--- config.mk ---
export PLATFORM = sky130hd
export DESIGN_NAME = multi_stack_shared_free_list
export DESIGN_NICKNAME = d
export VERILOG_FILES = /design/src/rtl/core/msfl_pkg.sv /design/src/rtl/core/multi_stack_shared_free_list.sv
export SDC_FILE = /design/constraint.sdc
export NUM_CORES = 2
export LEC_CHECK = 0
export BUFFER_PORTS_ARGS = -buffer_cell sky130_fd_sc_hd__buf_2
export CAP_MARGIN = 20
export CORE_MARGIN = 2
export CORE_UTILIZATION = 45
export CTS_CLUSTER_DIAMETER = 30
export DETAILED_ROUTE_END_ITERATION = 6
export SYNTH_ARGS = -nofsm -noshare
export SYNTH_HDL_FRONTEND = slang
export SYNTH_SLANG_ARGS = --single-unit
--- constraint.sdc ---
create_clock -name clk -period 5.8 [get_ports clk]
set_clock_uncertainty 0.15 [all_clocks]
set_input_delay 1.74 -clock clk [delete_from_list [all_inputs] [get_ports clk]]
set_output_delay 1.74 -clock clk [all_outputs]
set_load 0.02 [all_outputs]
--- src/rtl/core/msfl_pkg.sv ---
// Package for the shared-store multi-stack block.
// Holds the request and response types and the status and request codes.
// No dependencies.
`default_nettype none

package msfl_pkg;

  localparam logic       REQ_PUSH = 1'b0;
  localparam logic       REQ_POP  = 1'b1;

  localparam logic [1:0] ST_OK    = 2'd0;
  localparam logic [1:0] ST_EMPTY = 2'd1;
  localparam logic [1:0] ST_FULL  = 2'd2;

  localparam logic signed [31:0] POP_NONE = -32'sd1;

  typedef struct packed {
    logic               req_type;
    logic [2:0]         stack_id;
    logic signed [31:0] push_value;
  } req_t;

  typedef struct packed {
    logic signed [31:0] pop_value;
    logic [1:0]         status;
  } rsp_t;

endpackage

`default_nettype wire

--- src/rtl/core/multi_stack_shared_free_list.sv ---
// Top level of the multi-stack block with a shared slot store and free list.
// Depends on msfl_pkg for the request and response types and codes.
// Holds the data, link and stack-top memories and the request sequencer.
`default_nettype none

// Several stacks share one store of SLOTS entries, linked through a free list.
// The block works on one request at a time, and each request gives exactly one
// response through an output register, so a new request is taken while a
// response still waits. A push passes through the idle and read states and loads
// its response from the read state. A pop that finds data also passes through the
// pop state and answers from there, because the top pointer must come out of the
// stack-top memory before the link and data memories can be read at that slot.
// Empty pops, full pushes and out-of-range stacks take the path of a push. A
// stalled earlier response holds the block in its last state. There is no clearing
// pass after reset: a high-water mark tells which slots have never been linked.
module multi_stack_shared_free_list #(
  parameter int SLOTS  = 64,
  parameter int STACKS = 8
) (
  input  wire logic          clk,
  input  wire logic          rst_n,
  input  wire logic          in_valid,
  output logic               in_stall,
  input  msfl_pkg::req_t     in_data,
  output logic               out_valid,
  input  wire logic          out_stall,
  output msfl_pkg::rsp_t     out_data
);
  import msfl_pkg::*;

  localparam int AW = $clog2(SLOTS);
  localparam int PW = $clog2(SLOTS + 1);
  localparam int SW = (STACKS > 1) ? $clog2(STACKS) : 1;
  localparam logic [PW-1:0] END_PTR = PW'(SLOTS);

  localparam logic [1:0] S_IDLE = 2'd0;
  localparam logic [1:0] S_RD   = 2'd1;
  localparam logic [1:0] S_POP  = 2'd2;

  logic signed [31:0] data_mem [0:SLOTS-1];
  logic [PW-1:0]      link_mem [0:SLOTS-1];
  logic [PW-1:0]      top_mem  [0:STACKS-1];

  logic [1:0]         state_r, state_nxt;
  logic [PW-1:0]      free_head_r, free_head_nxt;
  logic [PW-1:0]      hwm_r, hwm_nxt;
  logic [STACKS-1:0]  top_vld_r;
  logic               top_vld_q_r;
  logic               req_pop_r;
  logic               req_ok_r;
  logic [SW-1:0]      req_idx_r;
  logic signed [31:0] value_r;
  logic               out_valid_r;
  rsp_t               out_rsp_r;

  logic signed [31:0] data_rd_r;
  logic [PW-1:0]      link_rd_r;
  logic [PW-1:0]      top_rd_r;

  logic [31:0]        in_sid_ext;
  logic [SW-1:0]      in_idx;
  logic               in_ok;
  logic               accept;
  logic               out_free;
  logic [PW-1:0]      top_cur;
  logic               fresh;

  logic               data_we, data_re;
  logic               link_we, link_re;
  logic [AW-1:0]      link_wa, link_ra;
  logic [PW-1:0]      link_wd;
  logic               top_we;
  logic [PW-1:0]      top_wd;
  logic               load_rsp;
  rsp_t               rsp_nxt;

  assign in_sid_ext = 32'(in_data.stack_id);
  assign in_idx     = in_sid_ext[SW-1:0];
  assign in_ok      = in_sid_ext < 32'(STACKS);
  assign in_stall   = (state_r != S_IDLE);
  assign accept     = in_valid && (state_r == S_IDLE);
  assign out_free   = !out_valid_r || !out_stall;
  assign top_cur    = top_vld_q_r ? top_rd_r : END_PTR;
  assign fresh      = (free_head_r == hwm_r);
  assign out_valid  = out_valid_r;
  assign out_data   = out_rsp_r;

  always_comb begin
    state_nxt     = state_r;
    free_head_nxt = free_head_r;
    hwm_nxt       = hwm_r;
    data_we       = 1'b0;
    data_re       = 1'b0;
    link_we       = 1'b0;
    link_re       = 1'b0;
    link_wa       = free_head_r[AW-1:0];
    link_ra       = free_head_r[AW-1:0];
    link_wd       = top_cur;
    top_we        = 1'b0;
    top_wd        = free_head_r;
    load_rsp      = 1'b0;
    rsp_nxt.pop_value = POP_NONE;
    rsp_nxt.status    = ST_OK;
    case (state_r)
      S_IDLE: begin
        if (accept) begin
          link_re   = 1'b1;
          state_nxt = S_RD;
        end
      end
      S_RD: begin
        if (!req_ok_r) begin
          rsp_nxt.status = req_pop_r ? ST_EMPTY : ST_FULL;
          if (out_free) begin
            load_rsp  = 1'b1;
            state_nxt = S_IDLE;
          end
        end else if (req_pop_r) begin
          if (top_cur == END_PTR) begin
            rsp_nxt.status = ST_EMPTY;
            if (out_free) begin
              load_rsp  = 1'b1;
              state_nxt = S_IDLE;
            end
          end else begin
            link_re   = 1'b1;
            link_ra   = top_cur[AW-1:0];
            data_re   = 1'b1;
            state_nxt = S_POP;
          end
        end else if (free_head_r == END_PTR) begin
          rsp_nxt.status = ST_FULL;
          if (out_free) begin
            load_rsp  = 1'b1;
            state_nxt = S_IDLE;
          end
        end else if (out_free) begin
          data_we       = 1'b1;
          link_we       = 1'b1;
          top_we        = 1'b1;
          free_head_nxt = fresh ? free_head_r + PW'(1) : link_rd_r;
          hwm_nxt       = fresh ? hwm_r + PW'(1) : hwm_r;
          load_rsp      = 1'b1;
          state_nxt     = S_IDLE;
        end
      end
      S_POP: begin
        rsp_nxt.pop_value = data_rd_r;
        if (out_free) begin
          top_we        = 1'b1;
          top_wd        = link_rd_r;
          link_we       = 1'b1;
          link_wa       = top_cur[AW-1:0];
          link_wd       = free_head_r;
          free_head_nxt = top_cur;
          load_rsp      = 1'b1;
          state_nxt     = S_IDLE;
        end
      end
      default: begin
        state_nxt = S_IDLE;
      end
    endcase
  end

  always_ff @(posedge clk) begin
    if (data_we) begin
      data_mem[free_head_r[AW-1:0]] <= value_r;
    end
    if (data_re) begin
      data_rd_r <= data_mem[top_cur[AW-1:0]];
    end
  end

  always_ff @(posedge clk) begin
    if (link_we) begin
      link_mem[link_wa] <= link_wd;
    end
    if (link_re) begin
      link_rd_r <= link_mem[link_ra];
    end
  end

  always_ff @(posedge clk) begin
    if (top_we) begin
      top_mem[req_idx_r] <= top_wd;
    end
    if (accept) begin
      top_rd_r <= top_mem[in_idx];
    end
  end

  always_ff @(posedge clk) begin
    if (!rst_n) begin
      state_r     <= S_IDLE;
      free_head_r <= '0;
      hwm_r       <= '0;
      top_vld_r   <= '0;
      top_vld_q_r <= 1'b0;
      req_pop_r   <= 1'b0;
      req_ok_r    <= 1'b0;
      req_idx_r   <= '0;
      out_valid_r <= 1'b0;
    end else begin
      state_r     <= state_nxt;
      free_head_r <= free_head_nxt;
      hwm_r       <= hwm_nxt;
      if (top_we) begin
        top_vld_r[req_idx_r] <= 1'b1;
      end
      if (accept) begin
        top_vld_q_r <= in_ok ? top_vld_r[in_idx] : 1'b0;
        req_pop_r   <= (in_data.req_type == REQ_POP);
        req_ok_r    <= in_ok;
        req_idx_r   <= in_idx;
      end
      if (load_rsp) begin
        out_valid_r <= 1'b1;
      end else if (!out_stall) begin
        out_valid_r <= 1'b0;
      end
    end
  end

  always_ff @(posedge clk) begin
    if (accept) begin
      value_r <= in_data.push_value;
    end
    if (load_rsp) begin
      out_rsp_r <= rsp_nxt;
    end
  end

`ifndef SYNTHESIS
  a_head_range: assert property (@(posedge clk) disable iff (!rst_n)
    (free_head_r <= END_PTR) && (hwm_r <= END_PTR))
    else $error("free head or high-water mark beyond the store");

  a_pop_from_rd: assert property (@(posedge clk) disable iff (!rst_n)
    (state_r == S_POP) |-> ($past(state_r) == S_RD || $past(state_r) == S_POP))
    else $error("pop completion entered without a top read");

  a_load_busy: assert property (@(posedge clk) disable iff (!rst_n)
    load_rsp |-> (state_r != S_IDLE) && out_free)
    else $error("response loaded outside a request or over a waiting one");

  a_fresh_take: assert property (@(posedge clk) disable iff (!rst_n)
    (top_we && state_r == S_RD && fresh) |=> (hwm_r == $past(hwm_r) + PW'(1)))
    else $error("fresh slot taken without advancing the high-water mark");
`endif

endmodule

`default_nettype wire

==> reports/summary.md <==
The run gives 0 as the total count of max-transition violations in the final report. Most instantiated library cell after synthesis: sky130_fd_sc_hd__edfxtp_1. The async set-or-reset flop fraction in the synthesized netlist came out at 0.

At the later pin of the worst-skew pair, clock insertion delay measures 0.94 ns. Setup violations remaining at the end of the flow were counted as 0. The floorplan step defined a die boundary enclosing 0.236 mm^2.

The total I/O pin count is 76. The core area was 0.230 mm^2; the largest fanout on the critical path was 63. The via density per instance was 6.10. The required time at the endpoint of the critical path is 6.29 ns.

The proportion of netlist area held by the largest area contributor was 0.766. The leakage dissipation was 42.3 nW. Measured along the x axis, the die boundary spans 486 um. The run gives 0.772 as the post-synthesis sequential area ratio.

In this run, placement finished with an instance count of 8649. For the number of clock sinks, the log shows 2695. For the first-iteration detailed-routing DRC count, the log shows 7644. The first global-routing pass estimated 425000 um of wire. The unique cell type count in the Yosys netlist was 76; the total global routing overflow was 0. At the pin with the least slew margin, the transition time is 1.05 ns. Hold timing on the final database bottoms out at a slack of 0.317 ns. The critical path goes through buf_4 -> buf_4 -> mux2i_1 -> a21oi_1 -> a32oi_1 -> o21ai_0 -> mux4_2.

The worst setup path is launched from a flop. The capturing element type of the critical path is a flop. The number of max-cap violations came out at 0. The total via count in the routed design is 58600. On the critical path, the stage with the largest delay is an instance of sky130_fd_sc_hd__edfxtp_1.

CTS built an H-tree with a depth of 6. The quantity of hold-fixing buffers added after cts was 0. The number of synthesized flops with an enable pin is 2664.

Synthesized area divided by synthesized cell count: 18.4 um^2. Counting instances in the post-synthesis netlist gives the leading cell types as sky130_fd_sc_hd__edfxtp_1, sky130_fd_sc_hd__nand2_1, sky130_fd_sc_hd__mux4_2, sky130_fd_sc_hd__a21oi_1, sky130_fd_sc_hd__nand3_1. The number of buffers between clock root and the deepest sink was 4. The half-perimeter wire length after placement is 170000 um. Count of yosys warnings during synthesis: 0. The cell taking the most area after synthesis is sky130_fd_sc_hd__edfxtp_1. The run gives 0.453 as the effective utilization at floorplan. Across the whole layout, storage elements account for 0.0806 mm^2. Entering global routing, the biggest net connects 108 pins.

The run gives 533 as the CTS buffer count. In this design, the critical path's most frequently occurring cell is sky130_fd_sc_hd__buf_4. For the count of buffers added by post-CTS timing repair for setup, the log shows 0. The logs give 0.104 mm^2 for the post-synthesis cell area and 0.556 for the post-route core utilization.

The fraction of layout instances using a drive strength above 1 was 0.263; the post-route non-filler standard cell count was 9600. The signed area change from the synthesized netlist to the final layout was 22.6%; the final routed wire length divided by cell count was 30.9 um. The run gives 0 as the count of unresolved DRC violations after routing.

The run gives 0 as the number of hold violations in the final report. TritonCTS built the clock tree. The minimum clock period was 4.57 ns; the count of input and output buffers was 75. The synthesized design contains 2695 register bits. The number of antenna violations at the first check in global routing was 16; the ratio of total power to cell area was 423 mW/mm^2.

The run gives 0.297 as the remaining max-slew budget at the tightest pin. Number of global-route vias before repair: 58900. The run gives 0.883 as the routability-driven placement congestion ratio.

The cell count after synthesis was 5664. The total nets after synthesis came out at 5711. Overall routing resource usage: 0.249. The tree is rooted in a sky130_fd_sc_hd__clkbuf_16. The post-CTS clock slew at the launch and capture registers of the worst setup and hold paths was 0.05 ns; the largest incremental delay on the critical path was 0.90 ns. For this run, the top clock speed supported by timing is 0.219 GHz. STA puts the critical path data arrival time at 5.07 ns. In the post-synthesis netlist, the biggest area contributors are sky130_fd_sc_hd__edfxtp_1, sky130_fd_sc_hd__mux4_2, sky130_fd_sc_hd__nand2_1. Setup repair after global routing left no endpoint under its margin. The number of resized instances in the post-cts repair step is 0, and the final antenna-violating net count is 0.

The first detailed-routing pass took 6 iterations. The filler cell count came out at 17400. The share of the clock period used by the worst path is 0.788. The flow ran to the end, and the final reports show no timing, DRC or antenna violations. The die is 486 um tall. Most frequently used flop master after synthesis: sky130_fd_sc_hd__edfxtp_1. The critical path is of the reg -> reg type. For this block, the routed nets add up to 297000 um of wire.

The area occupied by multi-input gates was 0.0229 mm^2. Worst hold-check path type: reg -> reg. The worst-case IR drop observed on VDD is 0.000277 V. For the final net count, the log shows 6206. The tools report the row count as 176.
## worst max-delay path: cells and delay by family, from the launching register on
kind / cells / cell delay (ns)
compound gates: 3 / 0.73
buf+inv: 2 / 1.53
flops: 1 / 0.90
mux: 2 / 0.79
## per-layer routing
| layer | wire length, um | track usage | vias to the layer above |
|---|---|---|---|
| met2 | 141000 | 0.392 | 3158 |
| met4 | 10900 | 0.0933 | 4 |
| li1 | - | - | 24100 |
| met5 | 26 | 0 | - |
| met1 | 119000 | 0.348 | 30700 |
| met3 | 26100 | 0.0474 | 596 |
## power by group
group	internal, mW	total, mW	switching (mW)
clock network	20.6	30.6	9.98
registers	21.5	21.6	0.0422
logic	0.600	2.06	1.45
total	42.7	54.2	11.5
## cell type report
| type | count | area share |
|---|---|---|
| flip-flops and latches | 2695 | 0.629 |
| multi-input cells | 2604 | 0.179 |
| clock buffers | 610 | 0.109 |
| clock inverters | 337 | 0.0313 |
| well taps | 3026 | 0.0296 |
| repair buffers | 314 | 0.0216 |
| inverters | 11 | 0.000361 |
| diodes | 3 | 0.0000586 |
## registers in the layout, summed over array words and instances, names as in the netlist
signal / cells
value_r: 32
out_valid: 1
top_vld_q_r: 1
free_head_r: 7
out_data: 34
top_mem: 56
data_rd_r: 32
data_mem: 2048
hwm_r: 7
link_rd_r: 7
req_idx_r: 3
req_ok_r: 1
top_vld_r: 8
req_pop_r: 1
top_rd_r: 7
state_r: 2
link_mem: 448
## final timing paths
path / slack (ns) / to / depth (start not counted) / startpoint
setup reg to reg: 1.23 / data_rd_r[24] / 7 / top_rd_r[0]
setup / recovery: 1.23 / data_rd_r[24] / 7 / top_rd_r[0]
hold reg to reg: 0.32 / top_vld_r[7] / 1 / top_vld_r[7]
hold / removal: 0.32 / top_vld_r[7] / 1 / top_vld_r[7]
## kinds of logic after synthesis
logic type                 share of synthesized area
AOI/OAI and AO/OA                             0.0490
xor gates and xnor gates                     0.00143
adders and majority gates                   0.000838
buffers and inverters                         0.0153
DFF                                            0.772
muxes                                          0.111
and+or+nand+nor                               0.0505
## placed cells by master (no fill, tap or decap), types with 27 or more instances in the layout
cell type	n
sky130_fd_sc_hd__nand3_1	216
sky130_fd_sc_hd__nor2_1	91
sky130_fd_sc_hd__o221ai_1	114
sky130_fd_sc_hd__and3_1	38
sky130_fd_sc_hd__clkinvlp_4	52
sky130_fd_sc_hd__clkinv_4	34
sky130_fd_sc_hd__bufinv_16	75
sky130_fd_sc_hd__buf_4	190
sky130_fd_sc_hd__nand2_1	674
sky130_fd_sc_hd__dfxtp_1	31
sky130_fd_sc_hd__mux4_2	458
sky130_fd_sc_hd__nor2_4	67
sky130_fd_sc_hd__clkinv_2	83
sky130_fd_sc_hd__clkinv_1	51
sky130_fd_sc_hd__nand2b_1	34
sky130_fd_sc_hd__edfxtp_1	2664
sky130_fd_sc_hd__o21ai_0	152
sky130_fd_sc_hd__a21oi_1	221
sky130_fd_sc_hd__inv_6	33
sky130_fd_sc_hd__a211oi_1	27
sky130_fd_sc_hd__clkbuf_1	60
sky130_fd_sc_hd__a31oi_1	71
sky130_fd_sc_hd__buf_2	75
sky130_fd_sc_hd__a32oi_1	48
sky130_fd_sc_hd__buf_12	48
sky130_fd_sc_hd__mux2i_1	119
sky130_fd_sc_hd__clkbuf_16	547
## stage by stage
step / cell area (um^2) / setup TNS (ns) / total power [mW] / setup WS, ns
6_report: 128000 / 0 / 54.2 / 1.23
5_1_grt: 128000 / 0 / 55.6 / 1.09
4_1_cts: 128000 / 0 / 54.5 / 1.26
3_5_place_dp: 110000 / 0 / 24.0 / 0.999
3_3_place_gp: 110000 / 0 / 24.0 / 1.08
2_1_floorplan: 104000 / -36.47 / 23.1 / -0.142
(Power assumes the default switching activity.)
